## src/rtl/mpe_pkg.sv

```systemverilog
// Package for the multiset permutation enumerator.
// Holds field widths, constants, the controller state type and the
// command and status structs. Depends on nothing.
package mpe_pkg;

    localparam int unsigned NumLetters          = 4;
    localparam int unsigned LetterWidth         = 5;
    localparam int unsigned AsciiWidth          = 7;
    localparam int unsigned CountWidth          = 5;
    localparam int unsigned AlphabetSizeDefault = 26;
    localparam int unsigned MaxOrders           = 24;

    // Letter index 1 maps to ASCII 'A', so the offset is 'A' - 1.
    localparam logic [AsciiWidth-1:0] LetterOffset = 7'd64;

    typedef logic [LetterWidth-1:0] t_letter;
    typedef logic [AsciiWidth-1:0]  t_ascii;
    typedef logic [CountWidth-1:0]  t_count;

    typedef enum logic [0:0] {
        ST_IDLE,
        ST_EMIT
    } t_state;

    // Commands from the controller to the datapath.
    typedef struct packed {
        logic load;     // capture and sort a new multiset
        logic advance;  // step to the next ordering
    } t_dp_cmd;

    // Status from the datapath to the controller.
    typedef struct packed {
        logic last;     // the held ordering is the final one
    } t_dp_status;

endpackage

```

## src/rtl/mpe_if.sv

```systemverilog
// Valid/ready channel interfaces for the multiset permutation enumerator.
// Input channel carries four letter indices; output channel one ordering.
// Depends on mpe_pkg.
interface mpe_in_if;
    logic                 valid;
    logic                 ready;
    mpe_pkg::t_letter     letter_0;
    mpe_pkg::t_letter     letter_1;
    mpe_pkg::t_letter     letter_2;
    mpe_pkg::t_letter     letter_3;

    modport source (output valid, letter_0, letter_1, letter_2, letter_3, input ready);
    modport sink   (input valid, letter_0, letter_1, letter_2, letter_3, output ready);
endinterface

interface mpe_out_if;
    logic                 valid;
    logic                 ready;
    mpe_pkg::t_ascii      out_letter_0;
    mpe_pkg::t_ascii      out_letter_1;
    mpe_pkg::t_ascii      out_letter_2;
    mpe_pkg::t_ascii      out_letter_3;
    mpe_pkg::t_count      perm_number;
    logic                 is_last;

    modport source (output valid, out_letter_0, out_letter_1, out_letter_2, out_letter_3,
                    perm_number, is_last, input ready);
    modport sink   (input valid, out_letter_0, out_letter_1, out_letter_2, out_letter_3,
                    perm_number, is_last, output ready);
endinterface

```

## src/rtl/mpe_datapath.sv

```systemverilog
// Datapath of the multiset permutation enumerator: clamp, sort, ordering
// register, next-ordering logic and running count.
// Depends on mpe_pkg.
module mpe_datapath #(
    parameter int unsigned ALPHABET_SIZE = mpe_pkg::AlphabetSizeDefault
) (
    input  logic                i_clk,
    input  mpe_pkg::t_dp_cmd    i_cmd,
    input  mpe_pkg::t_letter    i_letter_0,
    input  mpe_pkg::t_letter    i_letter_1,
    input  mpe_pkg::t_letter    i_letter_2,
    input  mpe_pkg::t_letter    i_letter_3,
    output mpe_pkg::t_dp_status o_status,
    output mpe_pkg::t_ascii     o_out_letter_0,
    output mpe_pkg::t_ascii     o_out_letter_1,
    output mpe_pkg::t_ascii     o_out_letter_2,
    output mpe_pkg::t_ascii     o_out_letter_3,
    output mpe_pkg::t_count     o_perm_number
);
    import mpe_pkg::*;

    localparam t_letter MaxLetter = t_letter'(ALPHABET_SIZE);

    t_letter r_order [0:NumLetters-1];
    t_letter n_order [0:NumLetters-1];
    t_count  r_count;
    t_count  n_count;

    t_letter clamped [0:NumLetters-1];
    t_letter s1      [0:NumLetters-1];
    t_letter s2      [0:NumLetters-1];
    t_letter sorted  [0:NumLetters-1];
    t_letter nxt     [0:NumLetters-1];
    logic    has_next;

    function automatic t_letter clamp_letter(input t_letter v);
        t_letter r;
        if (v == '0) begin
            r = t_letter'(1);
        end else if (v > MaxLetter) begin
            r = MaxLetter;
        end else begin
            r = v;
        end
        return r;
    endfunction

    // Clamp, then a five-comparator sorting network in three levels.
    always_comb begin
        clamped[0] = clamp_letter(i_letter_0);
        clamped[1] = clamp_letter(i_letter_1);
        clamped[2] = clamp_letter(i_letter_2);
        clamped[3] = clamp_letter(i_letter_3);

        s1[0] = (clamped[0] < clamped[1]) ? clamped[0] : clamped[1];
        s1[1] = (clamped[0] < clamped[1]) ? clamped[1] : clamped[0];
        s1[2] = (clamped[2] < clamped[3]) ? clamped[2] : clamped[3];
        s1[3] = (clamped[2] < clamped[3]) ? clamped[3] : clamped[2];

        s2[0] = (s1[0] < s1[2]) ? s1[0] : s1[2];
        s2[2] = (s1[0] < s1[2]) ? s1[2] : s1[0];
        s2[1] = (s1[1] < s1[3]) ? s1[1] : s1[3];
        s2[3] = (s1[1] < s1[3]) ? s1[3] : s1[1];

        sorted[0] = s2[0];
        sorted[1] = (s2[1] < s2[2]) ? s2[1] : s2[2];
        sorted[2] = (s2[1] < s2[2]) ? s2[2] : s2[1];
        sorted[3] = s2[3];
    end

    // Next lexicographic ordering, written out for each possible pivot.
    always_comb begin
        for (int k = 0; k < NumLetters; k++) begin
            nxt[k] = r_order[k];
        end
        has_next = 1'b1;
        if (r_order[2] < r_order[3]) begin
            nxt[2] = r_order[3];
            nxt[3] = r_order[2];
        end else if (r_order[1] < r_order[2]) begin
            if (r_order[3] > r_order[1]) begin
                nxt[1] = r_order[3];
                nxt[2] = r_order[1];
                nxt[3] = r_order[2];
            end else begin
                nxt[1] = r_order[2];
                nxt[2] = r_order[3];
                nxt[3] = r_order[1];
            end
        end else if (r_order[0] < r_order[1]) begin
            if (r_order[3] > r_order[0]) begin
                nxt[0] = r_order[3];
                nxt[1] = r_order[0];
                nxt[2] = r_order[2];
                nxt[3] = r_order[1];
            end else if (r_order[2] > r_order[0]) begin
                nxt[0] = r_order[2];
                nxt[1] = r_order[3];
                nxt[2] = r_order[0];
                nxt[3] = r_order[1];
            end else begin
                nxt[0] = r_order[1];
                nxt[1] = r_order[3];
                nxt[2] = r_order[2];
                nxt[3] = r_order[0];
            end
        end else begin
            has_next = 1'b0;
        end
    end

    always_comb begin
        for (int k = 0; k < NumLetters; k++) begin
            n_order[k] = r_order[k];
        end
        n_count = r_count;
        if (i_cmd.load) begin
            for (int k = 0; k < NumLetters; k++) begin
                n_order[k] = sorted[k];
            end
            n_count = t_count'(1);
        end else if (i_cmd.advance) begin
            for (int k = 0; k < NumLetters; k++) begin
                n_order[k] = nxt[k];
            end
            n_count = r_count + t_count'(1);
        end
    end

    always_ff @(posedge i_clk) begin
        for (int k = 0; k < NumLetters; k++) begin
            r_order[k] <= n_order[k];
        end
        r_count <= n_count;
    end

    assign o_status.last  = ~has_next || (r_count >= t_count'(MaxOrders));
    assign o_out_letter_0 = {2'b00, r_order[0]} + LetterOffset;
    assign o_out_letter_1 = {2'b00, r_order[1]} + LetterOffset;
    assign o_out_letter_2 = {2'b00, r_order[2]} + LetterOffset;
    assign o_out_letter_3 = {2'b00, r_order[3]} + LetterOffset;
    assign o_perm_number  = r_count;

endmodule

```

## src/rtl/mpe_controller.sv

```systemverilog
// Controller of the multiset permutation enumerator: a two-state machine
// that loads a multiset and then steps through its orderings.
// Depends on mpe_pkg.
module mpe_controller (
    input  logic                i_clk,
    input  logic                i_rst_n,
    input  logic                i_in_valid,
    output logic                o_in_ready,
    output logic                o_out_valid,
    input  logic                i_out_ready,
    input  mpe_pkg::t_dp_status i_status,
    output mpe_pkg::t_dp_cmd    o_cmd
);
    import mpe_pkg::*;

    t_state r_state;
    t_state n_state;

    always_ff @(posedge i_clk) begin
        if (!i_rst_n) begin
            r_state <= ST_IDLE;
        end else begin
            r_state <= n_state;
        end
    end

    always_comb begin
        n_state       = r_state;
        o_in_ready    = 1'b0;
        o_out_valid   = 1'b0;
        o_cmd.load    = 1'b0;
        o_cmd.advance = 1'b0;
        case (r_state)
            ST_IDLE: begin
                o_in_ready = 1'b1;
                if (i_in_valid) begin
                    o_cmd.load = 1'b1;
                    n_state    = ST_EMIT;
                end
            end
            ST_EMIT: begin
                o_out_valid = 1'b1;
                if (i_out_ready) begin
                    if (i_status.last) begin
                        n_state = ST_IDLE;
                    end else begin
                        o_cmd.advance = 1'b1;
                    end
                end
            end
            default: begin
                n_state = ST_IDLE;
            end
        endcase
    end

endmodule

```

## src/rtl/multiset_permutation_enumerator_top.sv

```systemverilog
// Top level of the multiset permutation enumerator.
// Joins mpe_controller and mpe_datapath to the channel interfaces.
// Depends on mpe_pkg, mpe_if, mpe_controller and mpe_datapath.

// The block takes a multiset of four letters (indices 1 for A up to
// ALPHABET_SIZE, in any order) in one input transfer and returns every
// distinct ordering of them in ascending lexicographic order, one ordering
// per output transfer, with a running number from 1 and a flag on the last
// one. Index zero is treated as A and an index above ALPHABET_SIZE as the
// last letter. A multiset with four different letters yields 24 results;
// repeated letters yield fewer, down to one for four equal letters. In the
// input transfer the letters are clamped, sorted and captured; after that
// the ordering register moves to the next ordering in the cycle each result
// is taken. The next-ordering logic works on the single ordering register,
// so the block holds one multiset at a time: input ready is high only while
// no result is pending, and a new multiset is taken in the cycle after the
// last result transfers. Results come straight from the ordering and count
// registers, and they hold steady while the sink stalls.
module multiset_permutation_enumerator_top #(
    parameter int unsigned ALPHABET_SIZE = mpe_pkg::AlphabetSizeDefault
) (
    input  logic   i_clk,
    input  logic   i_rst_n,
    mpe_in_if.sink    i_in,
    mpe_out_if.source o_out
);
    import mpe_pkg::*;

    t_dp_cmd    cmd;
    t_dp_status status;

    // The controller owns both handshakes and issues load and advance.
    mpe_controller u_controller (
        .i_clk       (i_clk),
        .i_rst_n     (i_rst_n),
        .i_in_valid  (i_in.valid),
        .o_in_ready  (i_in.ready),
        .o_out_valid (o_out.valid),
        .i_out_ready (o_out.ready),
        .i_status    (status),
        .o_cmd       (cmd)
    );

    // The datapath holds the current ordering and its running number.
    mpe_datapath #(
        .ALPHABET_SIZE (ALPHABET_SIZE)
    ) u_datapath (
        .i_clk          (i_clk),
        .i_cmd          (cmd),
        .i_letter_0     (i_in.letter_0),
        .i_letter_1     (i_in.letter_1),
        .i_letter_2     (i_in.letter_2),
        .i_letter_3     (i_in.letter_3),
        .o_status       (status),
        .o_out_letter_0 (o_out.out_letter_0),
        .o_out_letter_1 (o_out.out_letter_1),
        .o_out_letter_2 (o_out.out_letter_2),
        .o_out_letter_3 (o_out.out_letter_3),
        .o_perm_number  (o_out.perm_number)
    );

    assign o_out.is_last = status.last;

    // A new multiset is never taken while a result is still offered.
    a_no_overlap: assert property (@(posedge i_clk) disable iff (!i_rst_n)
        o_out.valid |-> !i_in.ready)
        else $error("input ready while a result is pending");

    // The first result after an input transfer is numbered one.
    a_first_number: assert property (@(posedge i_clk) disable iff (!i_rst_n)
        (i_in.valid && i_in.ready) |=> (o_out.valid && o_out.perm_number == t_count'(1)))
        else $error("first result missing or misnumbered");

    // A result that is not the last is followed by the next number.
    a_count_step: assert property (@(posedge i_clk) disable iff (!i_rst_n)
        (o_out.valid && o_out.ready && !o_out.is_last) |=>
        (o_out.valid && o_out.perm_number == $past(o_out.perm_number) + t_count'(1)))
        else $error("running number did not advance by one");

    // The number of orderings never exceeds the count for four distinct letters.
    a_count_bound: assert property (@(posedge i_clk) disable iff (!i_rst_n)
        o_out.valid |-> (o_out.perm_number <= t_count'(MaxOrders)))
        else $error("running number beyond the maximum");

endmodule

```

## src/flat_wrapper.sv

```systemverilog
// flat-port wrapper written by rule: the top's interface ports become plain ports
module multiset_permutation_enumerator_top_flat import mpe_pkg::*;
#(
    parameter int unsigned ALPHABET_SIZE = mpe_pkg::AlphabetSizeDefault
)
  (i_clk, i_rst_n, i_in_valid, i_in_letter_0, i_in_letter_1, i_in_letter_2, i_in_letter_3, i_in_ready, o_out_valid, o_out_out_letter_0, o_out_out_letter_1, o_out_out_letter_2, o_out_out_letter_3, o_out_perm_number, o_out_is_last, o_out_ready);
  mpe_in_if i_in_i ();
  mpe_out_if o_out_i ();
  input  logic i_clk;
  input  logic i_rst_n;
  input wire logic [$bits(i_in_i.valid)-1:0] i_in_valid;
  input wire logic [$bits(i_in_i.letter_0)-1:0] i_in_letter_0;
  input wire logic [$bits(i_in_i.letter_1)-1:0] i_in_letter_1;
  input wire logic [$bits(i_in_i.letter_2)-1:0] i_in_letter_2;
  input wire logic [$bits(i_in_i.letter_3)-1:0] i_in_letter_3;
  output wire logic [$bits(i_in_i.ready)-1:0] i_in_ready;
  output wire logic [$bits(o_out_i.valid)-1:0] o_out_valid;
  output wire logic [$bits(o_out_i.out_letter_0)-1:0] o_out_out_letter_0;
  output wire logic [$bits(o_out_i.out_letter_1)-1:0] o_out_out_letter_1;
  output wire logic [$bits(o_out_i.out_letter_2)-1:0] o_out_out_letter_2;
  output wire logic [$bits(o_out_i.out_letter_3)-1:0] o_out_out_letter_3;
  output wire logic [$bits(o_out_i.perm_number)-1:0] o_out_perm_number;
  output wire logic [$bits(o_out_i.is_last)-1:0] o_out_is_last;
  input wire logic [$bits(o_out_i.ready)-1:0] o_out_ready;
  assign i_in_i.valid = i_in_valid;
  assign i_in_i.letter_0 = i_in_letter_0;
  assign i_in_i.letter_1 = i_in_letter_1;
  assign i_in_i.letter_2 = i_in_letter_2;
  assign i_in_i.letter_3 = i_in_letter_3;
  assign i_in_ready = i_in_i.ready;
  assign o_out_valid = o_out_i.valid;
  assign o_out_out_letter_0 = o_out_i.out_letter_0;
  assign o_out_out_letter_1 = o_out_i.out_letter_1;
  assign o_out_out_letter_2 = o_out_i.out_letter_2;
  assign o_out_out_letter_3 = o_out_i.out_letter_3;
  assign o_out_perm_number = o_out_i.perm_number;
  assign o_out_is_last = o_out_i.is_last;
  assign o_out_i.ready = o_out_ready;
  multiset_permutation_enumerator_top #(.ALPHABET_SIZE(ALPHABET_SIZE)) u_core (.i_clk(i_clk), .i_rst_n(i_rst_n), .i_in(i_in_i), .o_out(o_out_i));
endmodule
```

## config.mk

```make
export PLATFORM = sky130hd
export DESIGN_NAME = multiset_permutation_enumerator_top_flat
export DESIGN_NICKNAME = d
export VERILOG_FILES = /design/src/rtl/mpe_pkg.sv /design/src/rtl/mpe_if.sv /design/src/rtl/mpe_datapath.sv /design/src/rtl/mpe_controller.sv /design/src/rtl/multiset_permutation_enumerator_top.sv /design/src/flat_wrapper.sv
export SDC_FILE = /design/constraint.sdc
export NUM_CORES = 1
export LEC_CHECK = 0
export BUFFER_PORTS_ARGS = -buffer_cell sky130_fd_sc_hd__buf_2
export CAP_MARGIN = 10
export CORE_ASPECT_RATIO = 0.8
export CORE_MARGIN = 1
export CORE_UTILIZATION = 40
export CTS_CLUSTER_SIZE = 28
export DETAILED_ROUTE_END_ITERATION = 6
export RECOVER_POWER = 100
export SLEW_MARGIN = 20
export SYNTH_ARGS = -nofsm -noshare
export SYNTH_HDL_FRONTEND = slang
export SYNTH_HIERARCHICAL = 1
export SYNTH_SLANG_ARGS = --single-unit
```

## constraint.sdc

```tcl
create_clock -name i_clk -period 5.3 [get_ports i_clk]
set_input_delay 0.795 -clock i_clk [delete_from_list [all_inputs] [get_ports i_clk]]
set_output_delay 0.795 -clock i_clk [all_outputs]
set_load 0.05 [all_outputs]
```

==> metrics.txt <==
PD cells=between 600 and 700 nW/µm²; commonest non-fill, non-tap cell in the layout=buf_4; unrepaired setup endpoints after global routing=yes; maximum VDD drop=0.000216 V; die footprint=10000 µm²; Slew Viols, Final=0; initial antenna violation count=0; Worst Setup Slack, final=0.167 ns; CP max stage delay=0.37 ns; Synth Area per Inst=between 8 and 9 µm²; Worst-Skew Late Latency=0.27 ns; Design Area, Final=5130 µm²; largest net degree at the start of global routing=43; Top Family by Delay on Critical Path=compound AO/OA/AOI/OAI gates; final number of setup-violating endpoints=0; HP Class=reg2reg; Worst Tran Pin Value=a little under 1 ns; Syn Inst Count=469; Vias/cell=~6; most common cell type on the critical path=inv_2; final hold violation count=0; CORE AREA=9190 µm²; register area=721 µm²; Placed Area=4770 µm²; status=finished with violations; cts bufs inserted=3; Synth Register Bits=26; clock tree buffer depth=2; Main synth FF type=edfxtp_1; DR pass1 iterations=7; Ports=60; Startpoint Class=primary input; Multi-input gate area=3100 µm²; first-pass GRT wire length=approximately 19000 µm; Placer Congestion=0.918; initial core utilization=41.8%; CP Cell Sequence=buf_8, a31oi_4, inv_2, ha_4, nand4_1, a221o_1, o211a_4, mux2_4, inv_2, ha_2, nor2_1, a41oi_2, a31oi_1, o31ai_1, buf_4, mux2_2, ha_1, and4_2, o211ai_1, nand2_2, a311o_1; WL final=approximately 12000 µm; Buf/Inv on CP=4; Non-Filler Instances=just over 700; GRT Total Usage=23.8%; worst r2r path cells=11; Max Fanout on Critical Path=6; CP max stage cell=a311o_1; Die Width=approximately 110 µm; Critical Path AT=approximately 5.2 ns; synth warn=6; # DRC=5; leakage=roughly 2.3 nW; fillcell total=854; vias in the first global route=3580; clock tree skew after final layout=approximately 0.0057 ns; CTS tree=built; DP HPWL=9770 µm; DP Cell Count=about 690; synth unique cells=76; Final TNS setup=0 ns; Final Cycle Share=a little over nine tenths; most frequent cells in the layout=buf_4, inv_1, ha_1; WHS Path Cells=1; Diodes inserted=0; Layout area overhead=33.6%; CTS H-tree depth=1; Final nets=661; Worst slew margin=34.1%; Worst EP required=5.32 ns; clock-pin slew on the worst setup and hold paths=0.07 ns; sequential fraction of the synthesis area=18.8%; share of cells above drive strength 1=between 30% and 40%; ys async rst share=0%; critical path depth=21; Die Y-Extent=roughly 90 µm; TritonCTS Sinks=26; synth top area cells=edfxtp_1, ha_1, mux2i_1; Tmin final=between 5 and 6 ns; Placement Rows=31; drt wl/cell=between 15 and 20 µm; Buffers on Ports=51; failing checks=DRC; initial DRC count=453; worst slack, placed=-0.356 ns; fin util=approximately 56%; cell taking the most area after synthesis=edfxtp_1; Post-Syn Area=3840 µm²; Setup CP Type=in2reg; Root Buffer=clkbuf_16; maximum clock rate=195 MHz; area fraction of the dominant cell type after synthesis=15.6%; antenna-violating nets left=0; element type at the critical path end=register; grt ovf=0; maxcap violations=0; Post-synth EDFFs=20; via count=4183
-- state kept, by name, summed over array words and instances (netlist names) --
| signal | flops |
|---|---|
| u_core/u_controller/r_state | 1 |
| u_core/u_datapath/o_perm_number | 5 |
| u_core/u_datapath/r_order | 20 |
-- worst reg2reg max path, delay by kind of cell, from the launching register on --
kind	cells	cell delay, ns
and+or+nand+nor	3	1.10
adders and majority gates	1	0.29
AOI/OAI and AO/OA	5	1.52
DFF	1	0.54
buffers and inverters	2	0.29
-- power by group --
| group | total [W] | switching, W | internal (W) |
|---|---|---|---|
| Sequential | 0.000577 | 0.000199 | 0.000378 |
| Clock | 0.000174 | 0.0000706 | 0.000103 |
| Combinational | 0.00248 | 0.00156 | 0.000915 |
-- logic make-up (layout without fill, tap and decap cells) --
logic type	count (synthesis)	count (layout)	synth area share [%]
simple gates	119	119	15.8
mux	27	27	7.49
xor+xnor	5	5	1.14
flops	26	26	18.8
other cells	2	8	0.195
buf+inv	71	187	8.01
fa+ha+maj	45	45	14.6
compound gates	174	174	34.0
-- worst paths after layout --
path | from | to | slack [ns]
max reg2reg | u_core/u_datapath/r_order[3][1]$_DFFE_PP_ | u_core/u_datapath/r_order[0][0]$_DFFE_PP_ | 1.20
min | u_core/u_controller/r_state$_SDFF_PN0_ | u_core/u_controller/r_state$_SDFF_PN0_ | 0.50
max | i_in_letter_0[4] | u_core/u_datapath/r_order[2][3]$_DFFE_PP_ | 0.17
min reg2reg | u_core/u_controller/r_state$_SDFF_PN0_ | u_core/u_controller/r_state$_SDFF_PN0_ | 0.50
-- metal layers --
metal  vias to the layer above  part of all wire [%]  GRT usage [%]  wire [µm]
li1                       2006                     -              -          -
met5                         -                     0              0          0
met3                        10                   9.0           4.43       1110
met1                      1994                    48           35.8       5920
met4                         0                  0.51           1.11         63
met2                       173                    43           37.0       5290
-- layout make-up --
cell class | instances | area share [%]
inverters | 44 | 3.27
well taps | 115 | 2.80
multi-input cells | 378 | 60.3
clock buffers | 4 | 1.54
flip-flops and latches | 26 | 14.0
repair buffers | 139 | 18.0
-- metrics by stage --
stage          hold WS [ns]  power, W
2_1_floorplan         0.701   0.00229
3_3_place_gp          0.471   0.00290
3_5_place_dp          0.494   0.00294
4_1_cts               0.506   0.00313
5_1_grt               0.540   0.00346
6_report              0.501   0.00323
-- cell usage after synthesis, types with 3 or more instances --
master / count
ha_1: 45
inv_1: 43
nand2_1: 34
a21oi_1: 32
nor2_1: 31
o21ai_0: 26
edfxtp_1: 20
mux2i_1: 19
clkbuf_1: 16
a21o_1: 13
a31oi_1: 11
buf_4: 11
o21a_1: 9
nor4_1: 7
o211ai_1: 7
and2_1: 6
dfxtp_1: 6
mux2_2: 6
nand4_1: 6
nor2b_1: 6
nor3_1: 6
a211oi_1: 5
a221o_1: 5
a22o_1: 5
nand2b_1: 5
o31ai_1: 5
a221oi_1: 4
a311oi_1: 4
nand3_1: 4
o21ai_1: 4
a21boi_0: 3
a311o_1: 3
o21bai_1: 3
o22a_1: 3
or3_1: 3
xor2_1: 3
-- what timing repair did --
item | CTS | global route
hold buffers | 0 | 0
pin swaps | 1 | 23
gates resized for setup | 1 | 45
endpoints found under the setup margin | 6 | 10
buffers inserted | 1 | 13
(Power assumes the default switching activity.)
